## src/rtl/core/ctb_pkg.sv

```systemverilog
// ----------------------------------------------------------------------------
// ctb_pkg: shared types and constants of the circular trace buffer
// Request and result records, request kinds and default sizes.
// ----------------------------------------------------------------------------
`default_nettype none

package ctb_pkg;

  localparam int unsigned CTB_RING_DEPTH  = 4096;
  localparam int unsigned CTB_MAX_CHUNK   = 64;
  localparam int unsigned CTB_QUEUE_DEPTH = 4;
  localparam int unsigned CTB_QPTR_W      = $clog2(CTB_QUEUE_DEPTH);

  localparam int unsigned BYTE_W   = 8;
  localparam int unsigned OFFSET_W = 64;
  localparam int unsigned LEN_W    = 7;
  localparam int unsigned BUF_W    = 13;

  localparam int unsigned IN_TDATA_W  = 80;
  localparam int unsigned OUT_TDATA_W = 152;

  typedef enum logic [1:0] {
    REQ_WRITE = 2'd0,
    REQ_READ  = 2'd1,
    REQ_CLEAR = 2'd2,
    REQ_NONE  = 2'd3
  } req_kind_e;

  typedef struct packed {
    req_kind_e             kind;
    logic [BYTE_W-1:0]     wbyte;
    logic                  line_end;
    logic [OFFSET_W-1:0]   offset;
    logic [LEN_W-1:0]      len;
  } req_t;

  typedef struct packed {
    logic [BYTE_W-1:0]   data_byte;
    logic                data_valid;
    logic                last;
    logic [OFFSET_W-1:0] next_offset;
    logic [OFFSET_W-1:0] total_bytes;
    logic [BUF_W-1:0]    buffered_bytes;
  } res_t;

endpackage

`default_nettype wire

```

## src/rtl/core/ctb_front.sv

```systemverilog
// ----------------------------------------------------------------------------
// ctb_front: request intake
// Unpacks the stream, decodes the request kind, saturates the read length
// and pushes useful requests into the queue.
// ----------------------------------------------------------------------------
`default_nettype none

module ctb_front #(
  parameter int unsigned MAX_CHUNK = ctb_pkg::CTB_MAX_CHUNK
) (
  input  wire logic                            s_axis_tvalid,
  output logic                                 s_axis_tready,
  input  wire logic [ctb_pkg::IN_TDATA_W-1:0]  s_axis_tdata,
  input  wire logic                            s_axis_tlast,
  input  wire logic [1:0]                      s_axis_tuser,
  input  wire logic                            full_i,
  output logic                                 push_o,
  output ctb_pkg::req_t                        req_o
);
  import ctb_pkg::*;

  logic [LEN_W-1:0] len_raw;

  assign len_raw = s_axis_tdata[78:72];

  always_comb begin
    req_o.kind     = req_kind_e'(s_axis_tuser);
    req_o.wbyte    = s_axis_tdata[7:0];
    req_o.line_end = s_axis_tlast;
    req_o.offset   = s_axis_tdata[71:8];
    req_o.len      = (len_raw > LEN_W'(MAX_CHUNK)) ? LEN_W'(MAX_CHUNK) : len_raw;
  end

  assign s_axis_tready = !full_i;
  // drop the unused kind here, it has no effect and no result
  assign push_o = s_axis_tvalid && !full_i && (req_o.kind != REQ_NONE);

endmodule

`default_nettype wire

```

## config.mk

```make
export PLATFORM = sky130hd
export DESIGN_NAME = ctb_front
export DESIGN_NICKNAME = d
export VERILOG_FILES = /design/src/rtl/core/ctb_pkg.sv /design/src/rtl/core/ctb_front.sv
export SDC_FILE = /design/constraint.sdc
export NUM_CORES = 1
export LEC_CHECK = 0
export BUFFER_PORTS_ARGS = -buffer_cell sky130_fd_sc_hd__buf_2
export CORE_AREA = 2 2 65 67
export DETAILED_ROUTE_END_ITERATION = 8
export DIE_AREA = 0 0 67 69
export GPL_ROUTABILITY_DRIVEN = 1
export PLACE_DENSITY_LB_ADDON = 0.25
export REMOVE_ABC_BUFFERS = 1
export SLEW_MARGIN = 10
export SYNTH_ARGS = -nofsm -noshare
export SYNTH_HDL_FRONTEND = slang
export SYNTH_SLANG_ARGS = --single-unit
export TNS_END_PERCENT = 100
```

## constraint.sdc

```tcl
create_clock -name vclk -period 0.8
set_input_delay 0 -clock vclk [all_inputs]
set_output_delay 0 -clock vclk [all_outputs]
set_load 0.03 [all_outputs]
```

-- Word level (Yosys, flattened, before mapping)
Cells that the tools add are included.
- register bits after elaboration: 0
- logic and storage cells: 6
- output and inout port bits: 84
- input port bits: 85
- reductions and logical operators: 3
- magnitude comparators: 1
- muxes and demuxes: 1
- equal/unequal tests: 1
- operators by type and width (operator ; count):
    greater-than comparator 7 bit, second input constant ; 1
    two-way mux 7 bit ; 1
    logical AND 1 bit ; 2
    != test 2 bit, second input constant ; 1
    logical NOT 1 bit ; 1

-- Longest topological paths before layout
- word-level depth: 3
- mapped depth: 2
- mapped depth without buffers: 2

-- Least setup slack after synthesis
OpenSTA, ideal clock, no wires.
- path kind: input port to output port
- start point: input port full_i
- end point: output port push_o
- slack: 222 ps
- data required time: 800 ps
- path buffers: 0
- arrival: 578 ps
- stages on the path: 2
- cells stage by stage: inv_1 and3_1
- word-level cells in the longest chain between the ends: 3
- RTL lines (element ; RTL line ; source):
    start: declaration ; ctb_front.sv:16 ; input wire logic full_i,
    logical NOT 1 bit ; ctb_front.sv:36 ; assign push_o = s_axis_tvalid && !full_i && (req_o.kind != REQ_NONE);
    logical AND 1 bit (2 in series) ; ctb_front.sv:36 ;
    end: declaration ; ctb_front.sv:17 ; output logic push_o,
Every way passes these cells.

==> flow_metrics.py <==
metrics = {
    "power_and_ir_drop": {
        "max-vdd-ir-drop_v": 0.00009908,
        "power_density_nw_per_um2": 638.0,
        "leakage_nw": 0.1185,
    },
    "place": {
        "place_congestion": 1.099,
        "port_buffers": 22,
    },
    "global_routing": {
        "met3_usage": 0.4633,
        "grt.total_usage": 0.2890,
        "busiest_layer": "met2",
        "antenna_found_initial": 0,
        "grt_max_degree": 8,
        "met2_usage": 0.5391,
        "grt_pass1_vias": 306,
        "use_met1": 0.06102,
        "grt.overflow.total": 0,
        "grt_pass1_wl_mm": 7.714,
    },
    "sta": {
        "hold_violations": 0,
        "setup_viol": 0,
        "worst_slew_pin_slew_ns": 0.1856,
        "fmax_mhz": 1890,
        "drv_slew": 0,
        "slew_headroom": 0.8771,
        "fin_crit_ns": 0.5292,
        "rsz0062_at_grt": "false",
        "finalCritPeriodShare": 0.6615,
        "fin_setup_tns_ns": 0,
    },
    "finish": {
        "final_common_cell": "buf_2",
        "area_delta_synth_final_pct": -63.77,
        "nClkBuffers": 0,
        "diodes": 0,
        "fin_nets": 118,
        "seq_cells": 0,
        "fin_util": 0.05723,
        "seqCellArea_um2": 0,
        "drive_above_1_share": 0.7097,
        "final_cell_mix": "22 x buf_2, 6 x nor2b_1, 1 x inv_1, 1 x nand2_1, 1 x and3_1",
    },
    "worst_setup_path": {
        "path_cells": "buf_2, nor2b_1, buf_2",
        "critical-path-top-delay-family": "buffers and inverters",
        "cp_common_cell": "buf_2",
        "cp.required_ns": 0.80,
        "critPathBufInv": 2,
        "start_kind": "input port",
        "arrival_ns": 0.53,
        "path_class": "in2out",
        "max_stage_delay_ns": 0.23,
        "cp_slowest_cell": "buf_2",
        "end_kind": "output pin",
        "crit_fanout": 7,
    },
    "job": {
        "cap_violations": 0,
    },
    "synth": {
        "synth.distinct_cells": 6,
        "postSynthCellCount": 85,
        "synth_area_um2": 618.1,
        "ys_warn_count": 0,
        "syn_avg_cell_area_um2": 7.272,
        "yosysSeqAreaShare": 0,
    },
    "route": {
        "via_per_inst": 3.951,
        "drc": 0,
        "dr.pass1.iters": 2,
        "drtAntennaViolNets": 0,
        "drtIter0Drc": 20,
        "vias": 320,
        "wl_per_cell_um": 85.20,
        "wl_mm": 6.901,
    },
    "run_status": {
        "status": "complete, no violations",
    },
    "floorplanning": {
        "fp.dieW_um": 67,
        "fp-row-count": 23,
        "die_h_um": 69,
        "start_util": 0.1579,
        "core_um2": 3914,
        "dieArea_um2": 4623,
        "io_pins": 169,
    },
    "clock_tree": {
        "hold_buffers": 0,
        "cts_resized": 0,
        "cts_setup_buffers": 0,
    },
    "min_path": {
        "hold_path.class": "in2out",
    },
}
==> synth_stat cells, drive strengths merged <==
cell type,count,area share
nand2,1,0.0061
inv,1,0.0061
and3,1,0.010
clkbuf,1,0.0061
buf,75,0.91
nor2b,6,0.061
==> per-stage QoR <==
stage          total power, mW  hold WS, ns  cell area [um^2]  setup slack [ns]  std cells
2_1_floorplan          0.05963            0             51.30            0.2222          9
3_5_place_dp            0.1437    0.0003807             224.0            0.2623         81
6_report                0.1429    0.0002212             224.0            0.2708         81
4_1_cts                 0.1438    0.0003807             224.0            0.2623         81
3_3_place_gp            0.1418    0.0003807             224.0            0.2819         81
5_1_grt                 0.1526   0.00007700             224.0            0.2126         81
==> cells by family (layout without fill, tap and decap cells) <==
family        count (synthesis)  in the layout  share of synthesized area
simple gates                  8              8                    0.07693
buf+inv                      77             23                     0.9231
==> area by class of cell <==
class | instances | area (um^2)
Timing Repair Buffer | 22 | 110.1
Multi-Input combinational cell | 8 | 47.55
Tap cell | 50 | 62.56
Inverter | 1 | 3.754
Fill cell | 496 | 3690
==> worst paths after layout <==
path / startpoint / to / depth (start not counted)
setup / recovery: s_axis_tdata[78] / req_o[4] / 3
hold / removal: s_axis_tdata[10] / req_o[9] / 0
==> routing by layer <==
layer	up-vias	part of all wire
li1	71	-
met1	84	0.070
met2	149	0.54
met3	12	0.34
met4	4	0.039
met5	-	0.010
==> where the power goes <==
| group | leakage (nW) | switching (mW) | total, mW | internal, mW |
|---|---|---|---|---|
| Sequential | 0 | 0 | 0 | 0 |
| Clock | 0 | 0 | 0 | 0 |
| Combinational | 0.118 | 0.0951 | 0.143 | 0.0477 |
Power figures use the tool's default switching activity.
