File: src/rtl/core/ctb_pkg.sv
// ----------------------------------------------------------------------------
// ctb_pkg: shared types and constants of the circular trace buffer
// Request and result records, request kinds and default sizes.
// ----------------------------------------------------------------------------
`default_nettype none

package ctb_pkg;

  localparam int unsigned CTB_RING_DEPTH  = 4096;
  localparam int unsigned CTB_MAX_CHUNK   = 64;
  localparam int unsigned CTB_QUEUE_DEPTH = 4;
  localparam int unsigned CTB_QPTR_W      = $clog2(CTB_QUEUE_DEPTH);

  localparam int unsigned BYTE_W   = 8;
  localparam int unsigned OFFSET_W = 64;
  localparam int unsigned LEN_W    = 7;
  localparam int unsigned BUF_W    = 13;

  localparam int unsigned IN_TDATA_W  = 80;
  localparam int unsigned OUT_TDATA_W = 152;

  typedef enum logic [1:0] {
    REQ_WRITE = 2'd0,
    REQ_READ  = 2'd1,
    REQ_CLEAR = 2'd2,
    REQ_NONE  = 2'd3
  } req_kind_e;

  typedef struct packed {
    req_kind_e             kind;
    logic [BYTE_W-1:0]     wbyte;
    logic                  line_end;
    logic [OFFSET_W-1:0]   offset;
    logic [LEN_W-1:0]      len;
  } req_t;

  typedef struct packed {
    logic [BYTE_W-1:0]   data_byte;
    logic                data_valid;
    logic                last;
    logic [OFFSET_W-1:0] next_offset;
    logic [OFFSET_W-1:0] total_bytes;
    logic [BUF_W-1:0]    buffered_bytes;
  } res_t;

endpackage

`default_nettype wire

File: src/rtl/core/ctb_fifo.sv
// ----------------------------------------------------------------------------
// ctb_fifo: request queue
// Short first-in first-out queue between intake and execution.
// ----------------------------------------------------------------------------
`default_nettype none

module ctb_fifo (
  input  wire logic          clk_i,
  input  wire logic          rst_ni,
  input  wire logic          push_i,
  input  ctb_pkg::req_t      push_req_i,
  output logic               full_o,
  input  wire logic          pop_i,
  output logic               valid_o,
  output ctb_pkg::req_t      req_o
);
  import ctb_pkg::*;

  req_t                  entry_q [CTB_QUEUE_DEPTH];
  logic [CTB_QPTR_W-1:0] wptr_q, wptr_d;
  logic [CTB_QPTR_W-1:0] rptr_q, rptr_d;
  logic [CTB_QPTR_W:0]   cnt_q, cnt_d;
  logic                  do_pop;

  assign full_o  = (cnt_q == (CTB_QPTR_W+1)'(CTB_QUEUE_DEPTH));
  assign valid_o = (cnt_q != '0);
  assign req_o   = entry_q[rptr_q];
  assign do_pop  = pop_i && valid_o;

  always_comb begin
    wptr_d = push_i ? wptr_q + 1'b1 : wptr_q;
    rptr_d = do_pop ? rptr_q + 1'b1 : rptr_q;
    cnt_d  = cnt_q;
    if (push_i && !do_pop) begin
      cnt_d = cnt_q + 1'b1;
    end else if (!push_i && do_pop) begin
      cnt_d = cnt_q - 1'b1;
    end
  end

  always_ff @(posedge clk_i or negedge rst_ni) begin
    if (!rst_ni) begin
      wptr_q <= '0;
      rptr_q <= '0;
      cnt_q  <= '0;
    end else begin
      wptr_q <= wptr_d;
      rptr_q <= rptr_d;
      cnt_q  <= cnt_d;
    end
  end

  always_ff @(posedge clk_i) begin
    if (push_i) begin
      entry_q[wptr_q] <= push_req_i;
    end
  end

endmodule

`default_nettype wire

File: config.mk
export PLATFORM = sky130hd
export DESIGN_NAME = ctb_fifo
export DESIGN_NICKNAME = d
export VERILOG_FILES = /design/src/rtl/core/ctb_pkg.sv /design/src/rtl/core/ctb_fifo.sv
export SDC_FILE = /design/constraint.sdc
export NUM_CORES = 1
export LEC_CHECK = 0
export ABC_AREA = 0
export BUFFER_PORTS_ARGS = -buffer_cell sky130_fd_sc_hd__buf_4
export CAP_MARGIN = 20
export CORE_MARGIN = 5
export CORE_UTILIZATION = 45
export CTS_BUF_LIST = sky130_fd_sc_hd__clkbuf_4
export CTS_CLUSTER_DIAMETER = 120
export DETAILED_ROUTE_END_ITERATION = 7
export PLACE_DENSITY = 0.65
export SLEW_MARGIN = 20
export SYNTH_ARGS = -nofsm -noshare
export SYNTH_HDL_FRONTEND = slang
export SYNTH_SLANG_ARGS = --single-unit
File: constraint.sdc
create_clock -name clk_i -period 4.1 [get_ports clk_i]
set_input_delay 0 -clock clk_i [delete_from_list [all_inputs] [get_ports clk_i]]
set_output_delay 0 -clock clk_i [all_outputs]
set_load 0.1 [all_outputs]
Word level (Yosys, flattened, before mapping)
Memories as Yosys holds them, arrays and structs flattened.
Cells that the tools add are included.
{ "totals": {"regBits": 7, "ram_bits": 328, "inputBits": 86, "out_inout_bits": 84, "wordCells": 20, "memories": 1} }
{ "classes": {"add_sub_neg": 4, "eq_ne": 1, "muxes": 4, "reduce_logical": 7} }
{ "mem_list": {"columns": ["memory", "words", "word_bits", "rd", "rd_clocked_by_memory_dff", "wr", "line_no", "source"], "rows": [
  ["entry_q", 4, 82, 1, 0, 1, "ctb_fifo.sv:19", "req_t entry_q [CTB_QUEUE_DEPTH];"]
]} }
{ "op_table": {"columns": ["op", "n"], "rows": [
  ["3-bit two-way mux", 2],
  ["2-bit by 1-bit adder with 2-bit output, second input constant", 2],
  ["3-bit by 1-bit adder with 3-bit output, second input constant", 1],
  ["3-bit equality test, second input constant", 1],
  ["1-bit logical AND", 3],
  ["3-bit nonzero test", 1],
  ["3-bit by 1-bit subtractor with 3-bit output, second input constant", 1],
  ["1-bit zero test", 2],
  ["1-bit two-way mux", 2],
  ["2-bit nonzero test", 1]
]} }

Depth between registers and ports, before layout
{ "logic_depth": {"word_depth": 5, "ltp_mapped": 8, "mapped_depth_nobuf": 8} }

Least setup slack after synthesis
OpenSTA, ideal clock, no wires.
{ "synth_timing": {"path_type": "flip-flop to flip-flop", "startpoint": "register wptr_q[0]", "endpoint": "memory entry_q[2][0] (netlist name) (enable)", "setup_ns": 0.449, "arrival_ns": 2.524, "path_slack_ns": 1.127, "stages_incl_launch_ff": 4, "n_path_buf": 0, "period_less_slack_ns": 2.973, "path_cell_list": "dfrtp_1 -> inv_1 -> ha_1 -> and2_1"} }
{ "synth_lines": {"columns": ["element", "line_no", "source"], "rows": [
  ["from (decl)", "ctb_fifo.sv:20", "logic [CTB_QPTR_W-1:0] wptr_q, wptr_d;"],
  ["from (signal assigned)", "ctb_fifo.sv:47", "wptr_q <= wptr_d;"],
  ["to (decl)", "ctb_fifo.sv:19", null]
]} }
Straight into the memory's write port.

==> flow_summary.yaml <==
status:
  outcome: "complete, no violations"
sta:
  relative_slew_slack: 0.334
  hold_violations: 0
  finalSetupViolCount: 0
  max_freq_mhz: 345
  slew_viol_final: 0
  grt_setup_unrepaired: "no"
  finalWorstPathRequiredPeriod_ns: 2.90
  timing.final.crit_share: 0.706
  worst_slew_pin_slew_ns: 0.998
  tns_ns: 0
  worst_clock_skew_ns: 0.0373
die:
  rows: 60
  die-width_um: 175
  fp.dieH_um: 175
  core_area_um2: 26900
  num_io_pins: 170
  die-area_um2: 30600
  initial_core_util: 0.455
detailed_routing:
  drt_pass1_iterations: 4
  via_count: 6144
  detail_route.wl_per_cell_um: 19.9
  final_antenna_net_count: 0
  drt_iter0_markers: 340
  wl_um: 24200
  route.detailed.drc: 0
  vias_per_cell: 5.06
logic_synthesis:
  synth_sequential_area_ratio: 0.820
  synth.top_cells.by_area: "sky130_fd_sc_hd__edfxtp_1, sky130_fd_sc_hd__mux4_2, sky130_fd_sc_hd__dfrtp_1, sky130_fd_sc_hd__buf_6, sky130_fd_sc_hd__ha_1"
  synth_warnings: 0
  ys_seq_elements: 335
  syn_nets: 554
  synth.largest_area_cell: "sky130_fd_sc_hd__edfxtp_1"
  postSynthCellCount: 462
  post_synth_instance_area_um2: 12200
  netlist-cell-type-count: 20
  post_synth.cell_area_avg_um2: 26.5
  yosysTopAreaCellShare: 0.806
global_routing:
  grt_antenna_before_repair: 2
  grt_pass1_wl_um: 38400
  first_global_vias: 7140
  globalRoute.totalOverflow: 0
  grt_start_max_net_pins: 64
  grt.total_usage: 0.163
clock_tree:
  cts-buffers-inserted: 86
  cts_tree: "yes"
  clkLatencyLatePin_ns: 0.65
  post_cts.resized_instances: 0
  cts-root-buf: "sky130_fd_sc_hd__clkbuf_4"
  clkTransAtPathRegs_ns: 0.07
  ctsLongestPathBuffers: 3
  cts-htree-levels: 3
  clkSinkCount: 335
placed_design:
  hpwl_um: 13900
  place_congestion: 0.715
  port-buffer-count: 169
critical_path:
  worst_path_cell_trace: "buf_4 -> mux4_2 -> buf_4"
  ff2ff_setup_slack_ns: 1.89
  worst_setup_path_start_kind: "flop"
  path_delay_family: "flip-flops"
  cp_num_cells: 3
  worstPathArrival_ns: 2.90
  cp-end-kind: "primary output"
  critPathMaxStageDelay_ns: 0.99
  critical_path.most_common_cell: "sky130_fd_sc_hd__buf_4"
  critical_path.n_buffers_inverters: 2
  worst_ep_required_time_ns: 4.10
  crit_slowest_cell: "sky130_fd_sc_hd__dfrtp_4"
  ff2ff_path_depth: 8
  timing.critical_path.fanout_max: 42
  criticalPathCategory: "reg2out"
worst_hold_path:
  hp-class: "in2reg"
  whs_path_depth: 2
layout:
  mostFrequentLayoutCells: "sky130_fd_sc_hd__edfxtp_1, sky130_fd_sc_hd__buf_4, sky130_fd_sc_hd__clkbuf_4"
  layout-area-overhead-vs-synth_pct: 30.6
  fillCellCount: 1974
  layout_commonest_cell: "sky130_fd_sc_hd__edfxtp_1"
  drive_gt1_frac: 0.468
  final_nets: 905
run:
  maxCapViolations: 0
flip-flops by register name, summed over array words and instances (netlist names):
name / flops
entry_q: 328
cnt_q: 3
wptr_q: 2
rptr_q: 2
cell type report:
| cell class | instances | area, um^2 | area share |
|---|---|---|---|
| clock buffers | 128 | 961 | 0.0602 |
| diodes | 1 | 2.50 | 0.000157 |
| multi-input cells | 106 | 2060 | 0.129 |
| well taps | 341 | 427 | 0.0267 |
| clock inverters | 19 | 115 | 0.00721 |
| repair buffers | 281 | 2360 | 0.148 |
| inverters | 3 | 11.3 | 0.000705 |
| flip-flops and latches | 335 | 10000 | 0.628 |
synth_stat cells:
library cell / n
sky130_fd_sc_hd__edfxtp_1: 328
sky130_fd_sc_hd__mux4_2: 82
sky130_fd_sc_hd__buf_2: 8
sky130_fd_sc_hd__buf_6: 7
sky130_fd_sc_hd__dfrtp_1: 7
sky130_fd_sc_hd__ha_1: 5
sky130_fd_sc_hd__and2_1: 4
sky130_fd_sc_hd__inv_1: 3
sky130_fd_sc_hd__xnor2_1: 3
sky130_fd_sc_hd__xor2_1: 3
sky130_fd_sc_hd__buf_4: 2
sky130_fd_sc_hd__nand2_1: 2
sky130_fd_sc_hd__clkbuf_1: 1
sky130_fd_sc_hd__fa_1: 1
sky130_fd_sc_hd__mux2_2: 1
sky130_fd_sc_hd__nand3_1: 1
sky130_fd_sc_hd__nor2_1: 1
sky130_fd_sc_hd__nor3b_1: 1
sky130_fd_sc_hd__o21ai_0: 1
sky130_fd_sc_hd__or3_1: 1
final timing paths:
check                                     from             end
worst min-delay path            push_req_i[26]  entry_q[0][26]
worst min register to register        cnt_q[2]        cnt_q[2]
max in group asynchronous               rst_ni       rptr_q[0]
worst max register to register        cnt_q[0]        cnt_q[2]
min in group asynchronous               rst_ni        cnt_q[2]
worst max-delay path                 rptr_q[0]       req_o[29]
worst register-to-register path, stage by stage (launching register included):
cell                      delay [ns]
sky130_fd_sc_hd__dfrtp_1        0.43
sky130_fd_sc_hd__or3_1          0.45
sky130_fd_sc_hd__nand2_1        0.13
sky130_fd_sc_hd__ha_1           0.20
sky130_fd_sc_hd__inv_1          0.06
sky130_fd_sc_hd__fa_1           0.38
sky130_fd_sc_hd__xor2_1         0.17
sky130_fd_sc_hd__nor2_1         0.12
sky130_fd_sc_hd__xor2_1         0.20
per-layer routing:
layer	part of all wire	GRT usage	vias up
li1	-	-	2745
met1	0.39	0.192	3181
met2	0.55	0.287	172
met3	0.049	0.0426	44
met4	0.018	0.0632	2
met5	0.00054	0	-
cells by family after synthesis:
logic type      count (synthesis)  synth area share
xor+xnor                        6           0.00430
flops                         335             0.820
buf+inv                        21            0.0122
mux                            83             0.152
fa+ha+maj                       6           0.00675
compound gates                  1          0.000409
simple gates                   10           0.00450
repair_timing:
| action | in CTS | in global routing |
|---|---|---|
| endpoints found under the hold margin | 361 | 0 |
| hold buffers | 99 | 0 |
| setup buffers | 0 | 0 |
stage by stage:
stage               hold WS (ns)   util  cells  area (um^2)  worst slack [ns]
CTS                      0.00243  0.594   1213        16000              1.04
floorplan                 -0.296      -    462        12200              1.13
global placement          -0.185  0.517    967        13900              1.83
finish                    0.0823  0.594   1214        16000              1.20
detailed placement        -0.181  0.517    967        13900              1.81
global route              0.0166  0.594   1214        16000             0.916
Power is not shown: default switching activity piles up to over one toggle a cycle in this logic, so the estimate is an artifact.
